## config.mk

```make
export PLATFORM = sky130hd
export DESIGN_NAME = gcode_line_to_step_command
export DESIGN_NICKNAME = d
export VERILOG_FILES = /design/src/design/gcode_pkg.sv /design/src/design/gcode_line_to_step_command.sv
export SDC_FILE = /design/constraint.sdc
export NUM_CORES = 2
export LEC_CHECK = 0
export ABC_AREA = 1
export CAP_MARGIN = 15
export CORE_UTILIZATION = 61
export CTS_CLUSTER_DIAMETER = 30
export DETAILED_ROUTE_END_ITERATION = 8
export DONT_BUFFER_PORTS = 1
export PLACE_DENSITY = 0.82
export REMOVE_ABC_BUFFERS = 1
export SLEW_MARGIN = 30
export SYNTH_ARGS = -nofsm -noshare
export SYNTH_HDL_FRONTEND = slang
export SYNTH_SLANG_ARGS = --single-unit
export TNS_END_PERCENT = 5
```

## constraint.sdc

```tcl
create_clock -name clock -period 11.2 [get_ports clock]
set_input_delay 0.56 -clock clock [delete_from_list [all_inputs] [get_ports clock]]
set_output_delay 0.56 -clock clock [all_outputs]
set_load 0.1 [all_outputs]
```

## src/design/gcode_pkg.sv

```systemverilog
// ----------------------------------------------------------------------------
// G-code line parser package
// Token kinds, character and command codes, register indexes and the
// letter decoder shared by the line parser.
// ----------------------------------------------------------------------------
package gcode_pkg;

   localparam int LINE_BUFFER_BYTES = 128;

   localparam int CHAR_W  = 8;
   localparam int VALUE_W = 32;
   localparam int SPU_W   = 16;
   localparam int FEED_W  = 16;
   localparam int CMD_W   = 8;
   localparam int AXES    = 4;
   localparam int CSR_W   = 2;

   typedef enum logic [2:0] {
      TOK_NONE = 3'd0,
      TOK_G    = 3'd1,
      TOK_M    = 3'd2,
      TOK_X    = 3'd3,
      TOK_Y    = 3'd4,
      TOK_Z    = 3'd5,
      TOK_F    = 3'd6,
      TOK_SKIP = 3'd7
   } token_type;

   typedef enum logic [CSR_W-1:0] {
      CSR_SPU_X = 2'd0,
      CSR_SPU_Y = 2'd1,
      CSR_SPU_Z = 2'd2,
      CSR_SPARE = 2'd3
   } csr_index_type;

   localparam logic [CHAR_W-1:0] CHAR_NUL     = 8'd0;
   localparam logic [CHAR_W-1:0] CHAR_TAB     = 8'd9;
   localparam logic [CHAR_W-1:0] CHAR_NEWLINE = 8'd10;
   localparam logic [CHAR_W-1:0] CHAR_SPACE   = 8'd32;
   localparam logic [CHAR_W-1:0] CHAR_PLUS    = 8'd43;
   localparam logic [CHAR_W-1:0] CHAR_MINUS   = 8'd45;
   localparam logic [CHAR_W-1:0] CHAR_ZERO    = 8'd48;
   localparam logic [CHAR_W-1:0] CHAR_NINE    = 8'd57;
   localparam logic [CHAR_W-1:0] CHAR_UPPER_F = 8'd70;
   localparam logic [CHAR_W-1:0] CHAR_UPPER_G = 8'd71;
   localparam logic [CHAR_W-1:0] CHAR_UPPER_M = 8'd77;
   localparam logic [CHAR_W-1:0] CHAR_UPPER_X = 8'd88;
   localparam logic [CHAR_W-1:0] CHAR_UPPER_Y = 8'd89;
   localparam logic [CHAR_W-1:0] CHAR_UPPER_Z = 8'd90;

   localparam logic [CMD_W-1:0] CMD_G0      = 8'd0;
   localparam logic [CMD_W-1:0] CMD_G1      = 8'd1;
   localparam logic [CMD_W-1:0] CMD_G21     = 8'd21;
   localparam logic [CMD_W-1:0] CMD_G28     = 8'd28;
   localparam logic [CMD_W-1:0] CMD_G90     = 8'd90;
   localparam logic [CMD_W-1:0] CMD_M30     = 8'd30;
   localparam logic [CMD_W-1:0] CMD_UNKNOWN = 8'd255;

   localparam int PRESENT_X = 0;
   localparam int PRESENT_Y = 1;
   localparam int PRESENT_Z = 2;
   localparam int PRESENT_F = 3;

   localparam logic [VALUE_W-1:0]   VALUE_MAX = 32'h7FFF_FFFF;
   localparam logic [VALUE_W-1:0]   VALUE_MIN = 32'h8000_0000;
   localparam logic [VALUE_W+3:0]   MAG_LIMIT = 36'h0_8000_0000;

   function automatic token_type letter_kind(input logic [CHAR_W-1:0] c);
      token_type kind;
      unique case (c)
         CHAR_UPPER_G: kind = TOK_G;
         CHAR_UPPER_M: kind = TOK_M;
         CHAR_UPPER_X: kind = TOK_X;
         CHAR_UPPER_Y: kind = TOK_Y;
         CHAR_UPPER_Z: kind = TOK_Z;
         CHAR_UPPER_F: kind = TOK_F;
         default:      kind = TOK_SKIP;
      endcase
      return kind;
   endfunction

endpackage

```

## src/design/gcode_line_to_step_command.sv

```systemverilog
// ----------------------------------------------------------------------------
// G-code line to step command
// Parses one line of G-code text a byte at a time and emits one step command
// for every newline.
// ----------------------------------------------------------------------------
// Bytes arrive on the req channel, one transfer per byte, and one can be taken
// in every cycle while a pipeline stage is free. A newline byte produces one
// transfer on the rsp channel with the command code, the presence mask, the
// scaled X, Y and Z steps and the feed. Once the newline is taken, the result
// passes through the register stages: the first holds the finished line, the
// second holds the result after the steps-per-unit multipliers and saturation.
// Other bytes produce no result. Bytes after the first LINE_BUFFER_BYTES-1 of a
// line, and bytes after a NUL, are dropped until the newline.
// The csr channel is always ready and writes the three steps-per-unit
// registers; a write to the spare index is taken and ignored.
// Reset clears the line state and the pipeline and sets every steps-per-unit
// register to one. When the rsp side stalls, the finished line waits in the
// first stage and req_ready falls only while both stages are full; bytes of
// the next line keep flowing as long as a stage is free.
// ----------------------------------------------------------------------------
module gcode_line_to_step_command #(
   parameter int LINE_BUFFER_BYTES = gcode_pkg::LINE_BUFFER_BYTES
) (
   input  logic                                clock,
   input  logic                                reset,
   input  logic                                req_valid,
   output logic                                req_ready,
   input  logic [gcode_pkg::CHAR_W-1:0]        req_line_char,
   output logic                                rsp_valid,
   input  logic                                rsp_ready,
   output logic [gcode_pkg::CMD_W-1:0]         rsp_command_code,
   output logic [gcode_pkg::AXES-1:0]          rsp_axis_present,
   output logic signed [gcode_pkg::VALUE_W-1:0] rsp_x_steps,
   output logic signed [gcode_pkg::VALUE_W-1:0] rsp_y_steps,
   output logic signed [gcode_pkg::VALUE_W-1:0] rsp_z_steps,
   output logic [gcode_pkg::FEED_W-1:0]        rsp_feed_value,
   input  logic                                csr_valid,
   output logic                                csr_ready,
   input  logic [gcode_pkg::CSR_W-1:0]         csr_index,
   input  logic [gcode_pkg::SPU_W-1:0]         csr_data
);

   localparam int POS_W = (LINE_BUFFER_BYTES > 1) ? $clog2(LINE_BUFFER_BYTES) : 1;
   localparam logic [POS_W-1:0] POS_LIMIT = POS_W'(LINE_BUFFER_BYTES - 1);
   localparam int VW = gcode_pkg::VALUE_W;
   localparam int PW = gcode_pkg::VALUE_W + gcode_pkg::SPU_W + 1;

   logic [gcode_pkg::SPU_W-1:0] spu_ff [0:2];

   gcode_pkg::token_type letter_ff, letter_in;
   logic             negative_ff, negative_in;
   logic             ended_ff, ended_in;
   logic             started_ff, started_in;
   logic [VW-1:0]    acc_ff, acc_in;
   logic [POS_W-1:0] pos_ff, pos_in;
   logic             cut_ff, cut_in;
   logic [VW-1:0]    axis_ff [0:gcode_pkg::AXES-1];
   logic [VW-1:0]    axis_in [0:gcode_pkg::AXES-1];
   logic [gcode_pkg::AXES-1:0]  presence_ff, presence_in;
   logic [gcode_pkg::CMD_W-1:0] command_ff, command_in;

   logic [VW-1:0]               fin_axis [0:gcode_pkg::AXES-1];
   logic [gcode_pkg::AXES-1:0]  fin_presence;
   logic [gcode_pkg::CMD_W-1:0] fin_command;
   logic [VW-1:0]               token_value;
   logic [VW+3:0]               acc_wide;
   logic [VW+3:0]               acc_next;

   logic                        s1_valid_ff, s1_valid_in;
   logic [gcode_pkg::CMD_W-1:0] s1_command_ff;
   logic [gcode_pkg::AXES-1:0]  s1_presence_ff;
   logic [VW-1:0]               s1_axis_ff [0:gcode_pkg::AXES-1];

   logic                        rsp_valid_ff, rsp_valid_in;
   logic [gcode_pkg::CMD_W-1:0] rsp_command_ff;
   logic [gcode_pkg::AXES-1:0]  rsp_presence_ff;
   logic [VW-1:0]               rsp_steps_ff [0:2];
   logic [VW-1:0]               steps_in [0:2];
   logic [gcode_pkg::FEED_W-1:0] rsp_feed_ff, feed_in;

   logic out_take;
   logic s1_move;
   logic accept;
   logic accept_newline;

   assign out_take       = !rsp_valid_ff || rsp_ready;
   assign s1_move        = s1_valid_ff && out_take;
   assign req_ready      = !s1_valid_ff || out_take;
   assign accept         = req_valid && req_ready;
   assign accept_newline = accept && (req_line_char == gcode_pkg::CHAR_NEWLINE);
   assign csr_ready      = 1'b1;

   always_ff @(posedge clock) begin
      if (reset) begin
         spu_ff[0] <= gcode_pkg::SPU_W'(1);
         spu_ff[1] <= gcode_pkg::SPU_W'(1);
         spu_ff[2] <= gcode_pkg::SPU_W'(1);
      end else if (csr_valid) begin
         unique case (gcode_pkg::csr_index_type'(csr_index))
            gcode_pkg::CSR_SPU_X: spu_ff[0] <= csr_data;
            gcode_pkg::CSR_SPU_Y: spu_ff[1] <= csr_data;
            gcode_pkg::CSR_SPU_Z: spu_ff[2] <= csr_data;
            default: ;
         endcase
      end
   end

   // Value of the token in progress and the line state once it is closed.
   always_comb begin
      if (negative_ff) begin
         token_value = ~acc_ff + VW'(1);
      end else if (acc_ff[VW-1]) begin
         token_value = gcode_pkg::VALUE_MAX;
      end else begin
         token_value = acc_ff;
      end
      fin_command  = command_ff;
      fin_presence = presence_ff;
      for (int i = 0; i < gcode_pkg::AXES; i++) begin
         fin_axis[i] = axis_ff[i];
      end
      unique case (letter_ff)
         gcode_pkg::TOK_G: begin
            if (token_value == VW'(gcode_pkg::CMD_G0)  || token_value == VW'(gcode_pkg::CMD_G1) ||
                token_value == VW'(gcode_pkg::CMD_G21) || token_value == VW'(gcode_pkg::CMD_G28) ||
                token_value == VW'(gcode_pkg::CMD_G90)) begin
               fin_command = token_value[gcode_pkg::CMD_W-1:0];
            end else begin
               fin_command = gcode_pkg::CMD_UNKNOWN;
            end
         end
         gcode_pkg::TOK_M: begin
            if (token_value == VW'(gcode_pkg::CMD_M30)) begin
               fin_command = gcode_pkg::CMD_M30;
            end
         end
         gcode_pkg::TOK_X: begin
            fin_axis[gcode_pkg::PRESENT_X]     = token_value;
            fin_presence[gcode_pkg::PRESENT_X] = 1'b1;
         end
         gcode_pkg::TOK_Y: begin
            fin_axis[gcode_pkg::PRESENT_Y]     = token_value;
            fin_presence[gcode_pkg::PRESENT_Y] = 1'b1;
         end
         gcode_pkg::TOK_Z: begin
            fin_axis[gcode_pkg::PRESENT_Z]     = token_value;
            fin_presence[gcode_pkg::PRESENT_Z] = 1'b1;
         end
         gcode_pkg::TOK_F: begin
            fin_axis[gcode_pkg::PRESENT_F]     = token_value;
            fin_presence[gcode_pkg::PRESENT_F] = 1'b1;
         end
         default: ;
      endcase
   end

   assign acc_wide = {4'b0, acc_ff};

   always_comb begin
      acc_next = (acc_wide << 3) + (acc_wide << 1) +
                 (VW+4)'(req_line_char - gcode_pkg::CHAR_ZERO);
      if (acc_next > gcode_pkg::MAG_LIMIT) begin
         acc_next = gcode_pkg::MAG_LIMIT;
      end
   end

   always_comb begin
      letter_in   = letter_ff;
      negative_in = negative_ff;
      ended_in    = ended_ff;
      started_in  = started_ff;
      acc_in      = acc_ff;
      pos_in      = pos_ff;
      cut_in      = cut_ff;
      presence_in = presence_ff;
      command_in  = command_ff;
      for (int i = 0; i < gcode_pkg::AXES; i++) begin
         axis_in[i] = axis_ff[i];
      end
      if (accept_newline) begin
         letter_in   = gcode_pkg::TOK_NONE;
         negative_in = 1'b0;
         ended_in    = 1'b0;
         started_in  = 1'b0;
         acc_in      = '0;
         pos_in      = '0;
         cut_in      = 1'b0;
         presence_in = '0;
         command_in  = '0;
         for (int i = 0; i < gcode_pkg::AXES; i++) begin
            axis_in[i] = '0;
         end
      end else if (accept && !cut_ff && pos_ff < POS_LIMIT) begin
         pos_in = pos_ff + POS_W'(1);
         priority if (req_line_char == gcode_pkg::CHAR_NUL) begin
            cut_in = 1'b1;
         end else if (req_line_char == gcode_pkg::CHAR_SPACE ||
                      req_line_char == gcode_pkg::CHAR_TAB) begin
            command_in  = fin_command;
            presence_in = fin_presence;
            for (int i = 0; i < gcode_pkg::AXES; i++) begin
               axis_in[i] = fin_axis[i];
            end
            letter_in   = gcode_pkg::TOK_NONE;
            negative_in = 1'b0;
            ended_in    = 1'b0;
            started_in  = 1'b0;
            acc_in      = '0;
         end else if (letter_ff == gcode_pkg::TOK_NONE) begin
            letter_in = gcode_pkg::letter_kind(req_line_char);
         end else if (letter_ff == gcode_pkg::TOK_SKIP || ended_ff) begin
         end else if (!started_ff && (req_line_char == gcode_pkg::CHAR_PLUS ||
                                      req_line_char == gcode_pkg::CHAR_MINUS)) begin
            started_in  = 1'b1;
            negative_in = (req_line_char == gcode_pkg::CHAR_MINUS);
         end else if (req_line_char >= gcode_pkg::CHAR_ZERO &&
                      req_line_char <= gcode_pkg::CHAR_NINE) begin
            acc_in     = acc_next[VW-1:0];
            started_in = 1'b1;
         end else begin
            ended_in = 1'b1;
         end
      end
   end

   always_ff @(posedge clock) begin
      if (reset) begin
         letter_ff   <= gcode_pkg::TOK_NONE;
         negative_ff <= 1'b0;
         ended_ff    <= 1'b0;
         started_ff  <= 1'b0;
         acc_ff      <= '0;
         pos_ff      <= '0;
         cut_ff      <= 1'b0;
         presence_ff <= '0;
         command_ff  <= '0;
         for (int i = 0; i < gcode_pkg::AXES; i++) begin
            axis_ff[i] <= '0;
         end
      end else begin
         letter_ff   <= letter_in;
         negative_ff <= negative_in;
         ended_ff    <= ended_in;
         started_ff  <= started_in;
         acc_ff      <= acc_in;
         pos_ff      <= pos_in;
         cut_ff      <= cut_in;
         presence_ff <= presence_in;
         command_ff  <= command_in;
         for (int i = 0; i < gcode_pkg::AXES; i++) begin
            axis_ff[i] <= axis_in[i];
         end
      end
   end

   assign s1_valid_in  = accept_newline ? 1'b1 : (s1_move ? 1'b0 : s1_valid_ff);
   assign rsp_valid_in = s1_move ? 1'b1 : (rsp_ready ? 1'b0 : rsp_valid_ff);

   always_ff @(posedge clock) begin
      if (reset) begin
         s1_valid_ff  <= 1'b0;
         rsp_valid_ff <= 1'b0;
      end else begin
         s1_valid_ff  <= s1_valid_in;
         rsp_valid_ff <= rsp_valid_in;
      end
   end

   always_ff @(posedge clock) begin
      if (accept_newline) begin
         s1_command_ff  <= fin_command;
         s1_presence_ff <= fin_presence;
         for (int i = 0; i < gcode_pkg::AXES; i++) begin
            s1_axis_ff[i] <= fin_axis[i];
         end
      end
   end

   // Scale each axis by its steps-per-unit and clamp to the signed range.
   always_comb begin
      logic signed [PW-1:0] product;
      for (int i = 0; i < 3; i++) begin
         product = $signed(s1_axis_ff[i]) * $signed({1'b0, spu_ff[i]});
         if (!s1_presence_ff[i]) begin
            steps_in[i] = '0;
         end else if (product > $signed(PW'($signed(gcode_pkg::VALUE_MAX)))) begin
            steps_in[i] = gcode_pkg::VALUE_MAX;
         end else if (product < $signed({{(PW-VW){1'b1}}, gcode_pkg::VALUE_MIN})) begin
            steps_in[i] = gcode_pkg::VALUE_MIN;
         end else begin
            steps_in[i] = product[VW-1:0];
         end
      end
      feed_in = s1_presence_ff[gcode_pkg::PRESENT_F] ?
                s1_axis_ff[gcode_pkg::PRESENT_F][gcode_pkg::FEED_W-1:0] : '0;
   end

   always_ff @(posedge clock) begin
      if (s1_move) begin
         rsp_command_ff  <= s1_command_ff;
         rsp_presence_ff <= s1_presence_ff;
         for (int i = 0; i < 3; i++) begin
            rsp_steps_ff[i] <= steps_in[i];
         end
         rsp_feed_ff <= feed_in;
      end
   end

   assign rsp_valid        = rsp_valid_ff;
   assign rsp_command_code = rsp_command_ff;
   assign rsp_axis_present = rsp_presence_ff;
   assign rsp_x_steps      = $signed(rsp_steps_ff[0]);
   assign rsp_y_steps      = $signed(rsp_steps_ff[1]);
   assign rsp_z_steps      = $signed(rsp_steps_ff[2]);
   assign rsp_feed_value   = rsp_feed_ff;

endmodule

```

==> key figures <==
Run status
  • Status: finished clean

Routing
  • Routed len/inst: 18.92 um
  • Detailed Route WL: 233.5 mm
  • Post-route DRC: 0
  • Via count: about 68000
  • Routed vias/inst: between 5 and 6
  • Antenna-violating nets left: 0
  • DR iter-0 viols: between 6000 and 7000
  • DR pass1 iterations: 9

Placement
  • PortBufs: 0
  • Post-DP HPWL: about 180 mm
  • Placer Congestion: a little under 1

Critical path
  • Critical path buffers and inverters: 3
  • Type of the worst setup path: reg2reg
  • Slowest cell on crit path: fa_1
  • Crit path max-delay family: adder cells
  • Max incr delay on CP: slightly below 900 ps
  • WP depth: 23
  • Critical Path, Cell by Cell: nand2_1 -> fa_1 -> inv_1 -> fa_1 -> fa_1 -> fa_1 -> fa_1 -> inv_1 -> fa_1 -> inv_1 -> ha_1 -> nand2_1 -> nor2_1 -> nand2_1 -> nor2_1 -> nand3_1 -> nand4_1 -> nand2_1 -> nor3b_1 -> nand4_1 -> nand2_1 -> nand2_1 -> a21oi_2
  • Crit path arrival time: 8370 ps
  • Critical Path Start: s1_axis_ff[1][31]
  • CP Capture Type: flip-flop
  • CP startpoint kind: flip-flop
  • Worst reg-to-reg path cell count: 23
  • Worst Path Max Fanout: 31
  • CP required: ~12000 ps
  • Origin of the critical flop-to-flop path: s1_axis_ff[1][31]

STA
  • Max Slew Vio Count: 0
  • Min Tclk post-route: just under 8000 ps
  • Final worst-path cycle share: 0.6985
  • Final setup fails: 0
  • Slew margin rel.: 0.2807
  • Final hold viol count: 0
  • RSZ-0062 raised after global routing: no
  • Max Clk Rate: around 130 MHz
  • Clock skew: around 82 ps
  • Worst slew pin tran: about 1100 ps

Final layout
  • Share of cells above drive strength 1: 0.03419
  • Util after Layout: 0.6542
  • Multi-input gate area: around 56000 um^2
  • Register area: 12330 um^2
  • Filler Cell Count: ~11000
  • Area grow syn2layout: 5.748%
  • Nets: approximately 12000

Run
  • Number of max-cap violations: 0

Floorplanning
  • Die area: 135500 um^2
  • Die Height: about 370 um
  • Die W: about 370 um
  • IO Count: between 150 and 200
  • Core Area: approximately 130000 um^2
  • FP Rows: 133
  • Initial Util: 0.6186

Clock network
  • CTS tree: done
  • Total clock buffers created by CTS: 98
  • Clock H-tree levels: 3
  • Clock sink total: roughly 470
  • Worst skew pair latency: 740 ps
  • Clk slew on worst S/H paths: around 50 ps
  • Maximum root-to-sink buffer count: 3
  • Clk root buf: clkbuf_16

Logic synthesis
  • Sequential area share after synthesis: 0.1509
  • Synth unique cells: 52
  • Synth warn: 0
  • Synth Register Bits: 468
  • Top FF cell, synth: edfxtp_1
  • Mapped Cells: about 11000
  • Syn_area_per_cell: 7.596 um^2
  • Async SR Flop Fraction: 0
  • EDFF count, synth: slightly below 300
  • Synthesized area: about 82000 um^2

Worst hold path
  • Hold path depth: 3
  • Worst Hold Class: in2reg
  • Hold_sp: rsp_ready

GRT
  • Total grt overflow: 0
  • Global-route wire length before repair: 376.9 mm
  • Largest net degree at the start of global routing: 125
  • Total track usage: 0.3544
  • Initial antenna violation count: 8
  • Vias in the first global route: just over 70000
## per-layer routing
layer	track usage	part of all wire	wire length, um	up-vias
met5	0	0.00031	72	-
met4	0.1551	0.047	10900	10
met3	0.09132	0.11	26060	870
met2	0.5804	0.47	109400	3612
met1	0.4433	0.37	87140	33010
li1	-	-	-	30520
## cell usage after synthesis (3+ instances only)
master    count  area, um^2
a211oi_1      5       37.54
a21o_1        3       22.52
a21oi_1     316        1582
a21oi_2      31       271.5
a22o_1       37       324.1
a31oi_1       5       31.28
and2_1        8       50.05
buf_2        19       95.09
buf_4         8       60.06
buf_6         8       90.09
clkbuf_1    398        1494
dfxtp_1     172        3443
edfxtp_1    296        8889
fa_1       1498       29990
ha_1        395        4942
inv_1      3039       11410
inv_2         7       26.28
nand2_1    3103       11650
nand2_2       8       50.05
nand3_1     224        1121
nand3_2      10       100.1
nand3b_1     24       180.2
nand4_1      73       456.7
nor2_1      524        1967
nor2_2       14       87.58
nor2_4        3       33.78
nor3_1       48       240.2
nor3_2        4       40.04
o211ai_1      3       22.52
o21a_1       19       142.6
o21ai_0     247        1236
o21ai_1      15       75.07
o21bai_1     24       180.2
o22ai_1      40       250.2
o31ai_1       3       22.52
or2_2         5       31.28
xnor2_1      26       227.7
xor2_1       77       674.4
## registers in the layout, summed over array words and instances (netlist names), 3 cells and up
register,flops
acc_ff,32
axis_ff,112
command_ff,8
letter_ff,3
pos_ff,7
presence_ff,4
rsp_axis_present,4
rsp_command_code,8
rsp_feed_value,16
rsp_steps_ff,96
s1_axis_ff,112
s1_command_ff,8
s1_presence_ff,4
spu_ff,48
## layout by cell type, fill, tap and decap left out, drive strengths merged, types with 26 or more instances in the layout
master	n
a21oi	347
a22o	37
buf	74
clkbuf	113
clkinv	35
dfxtp	172
edfxtp	296
fa	1498
ha	395
inv	3061
nand2	3111
nand3	235
nand4	73
nor2	541
nor3	52
o21ai	264
o22ai	41
xnor2	26
xor2	79
## worst paths after layout
| kind | to | slack [ps] |
|---|---|---|
| max | rsp_steps_ff[0][35] | 3380 |
| min | rsp_valid | 60 |
| max reg2reg | rsp_steps_ff[0][35] | 3380 |
| min reg2reg | rsp_command_code[4] | 410 |
## cells by family (layout without fill, tap and decap cells)
kind of cell / Yosys count / in the layout / share of synthesized area
other: 1 / 4 / 0.00004588
AND/OR/NAND/NOR: 4055 / 4055 / 0.1966
flip-flops: 468 / 468 / 0.1509
AO/OA/AOI/OAI: 757 / 757 / 0.05240
adder cells (fa/ha/maj): 1893 / 1893 / 0.4274
buffers and inverters: 3481 / 3308 / 0.1613
XOR/XNOR: 105 / 105 / 0.01144
## worst reg2reg max path, stage by stage, from the launching register on
cell and delay [ps]:
edfxtp_1 780, nand2_1 240, fa_1 600, inv_1 150, fa_1 900, fa_1 530
fa_1 500, fa_1 490, inv_1 50, fa_1 470, inv_1 40, ha_1 420
nand2_1 110, nor2_1 240, nand2_1 140, nor2_1 180, nand3_1 140, nand4_1 120
nand2_1 130, nor3b_1 200, nand4_1 140, nand2_1 680, nand2_1 200, a21oi_2 190
## area by class of cell
| type | instances | share of cell area |
|---|---|---|
| Multi-Input combinational cell | 6811 | 0.6516 |
| Sequential cell | 468 | 0.1427 |
| Inverter | 3047 | 0.1324 |
| Clock buffer | 113 | 0.02983 |
| Tap cell | 1755 | 0.02541 |
| Clock inverter | 73 | 0.01070 |
| Timing Repair Buffer | 75 | 0.007325 |
| Antenna cell | 3 | 0.00008686 |
## through the flow
stage          cells  setup TNS (ps)  worst slack [ps]  hold WS [ps]  cell area (um^2)
2_1_floorplan  10330         -574130             -4217         400.3             79990
6_report       12350               0              3377         62.27             86430
3_3_place_gp   12150               0              3441         406.5             82770
5_1_grt        12340               0              2737         62.86             86430
3_5_place_dp   12150               0              3180         417.1             82860
4_1_cts        12340               0              3131         27.40             86380
## what timing repair did
| item | 4_1_cts | 5_1_grt |
|---|---|---|
| hold endpoints to repair | 2 | 0 |
| hold buffers | 1 | 0 |
| buffers inserted | 0 | 0 |
| gates resized for setup | 0 | 0 |
Power is left out: the tool's default activity adds up to more than one toggle a clock period on the data nets, which glitch-free logic cannot reach.
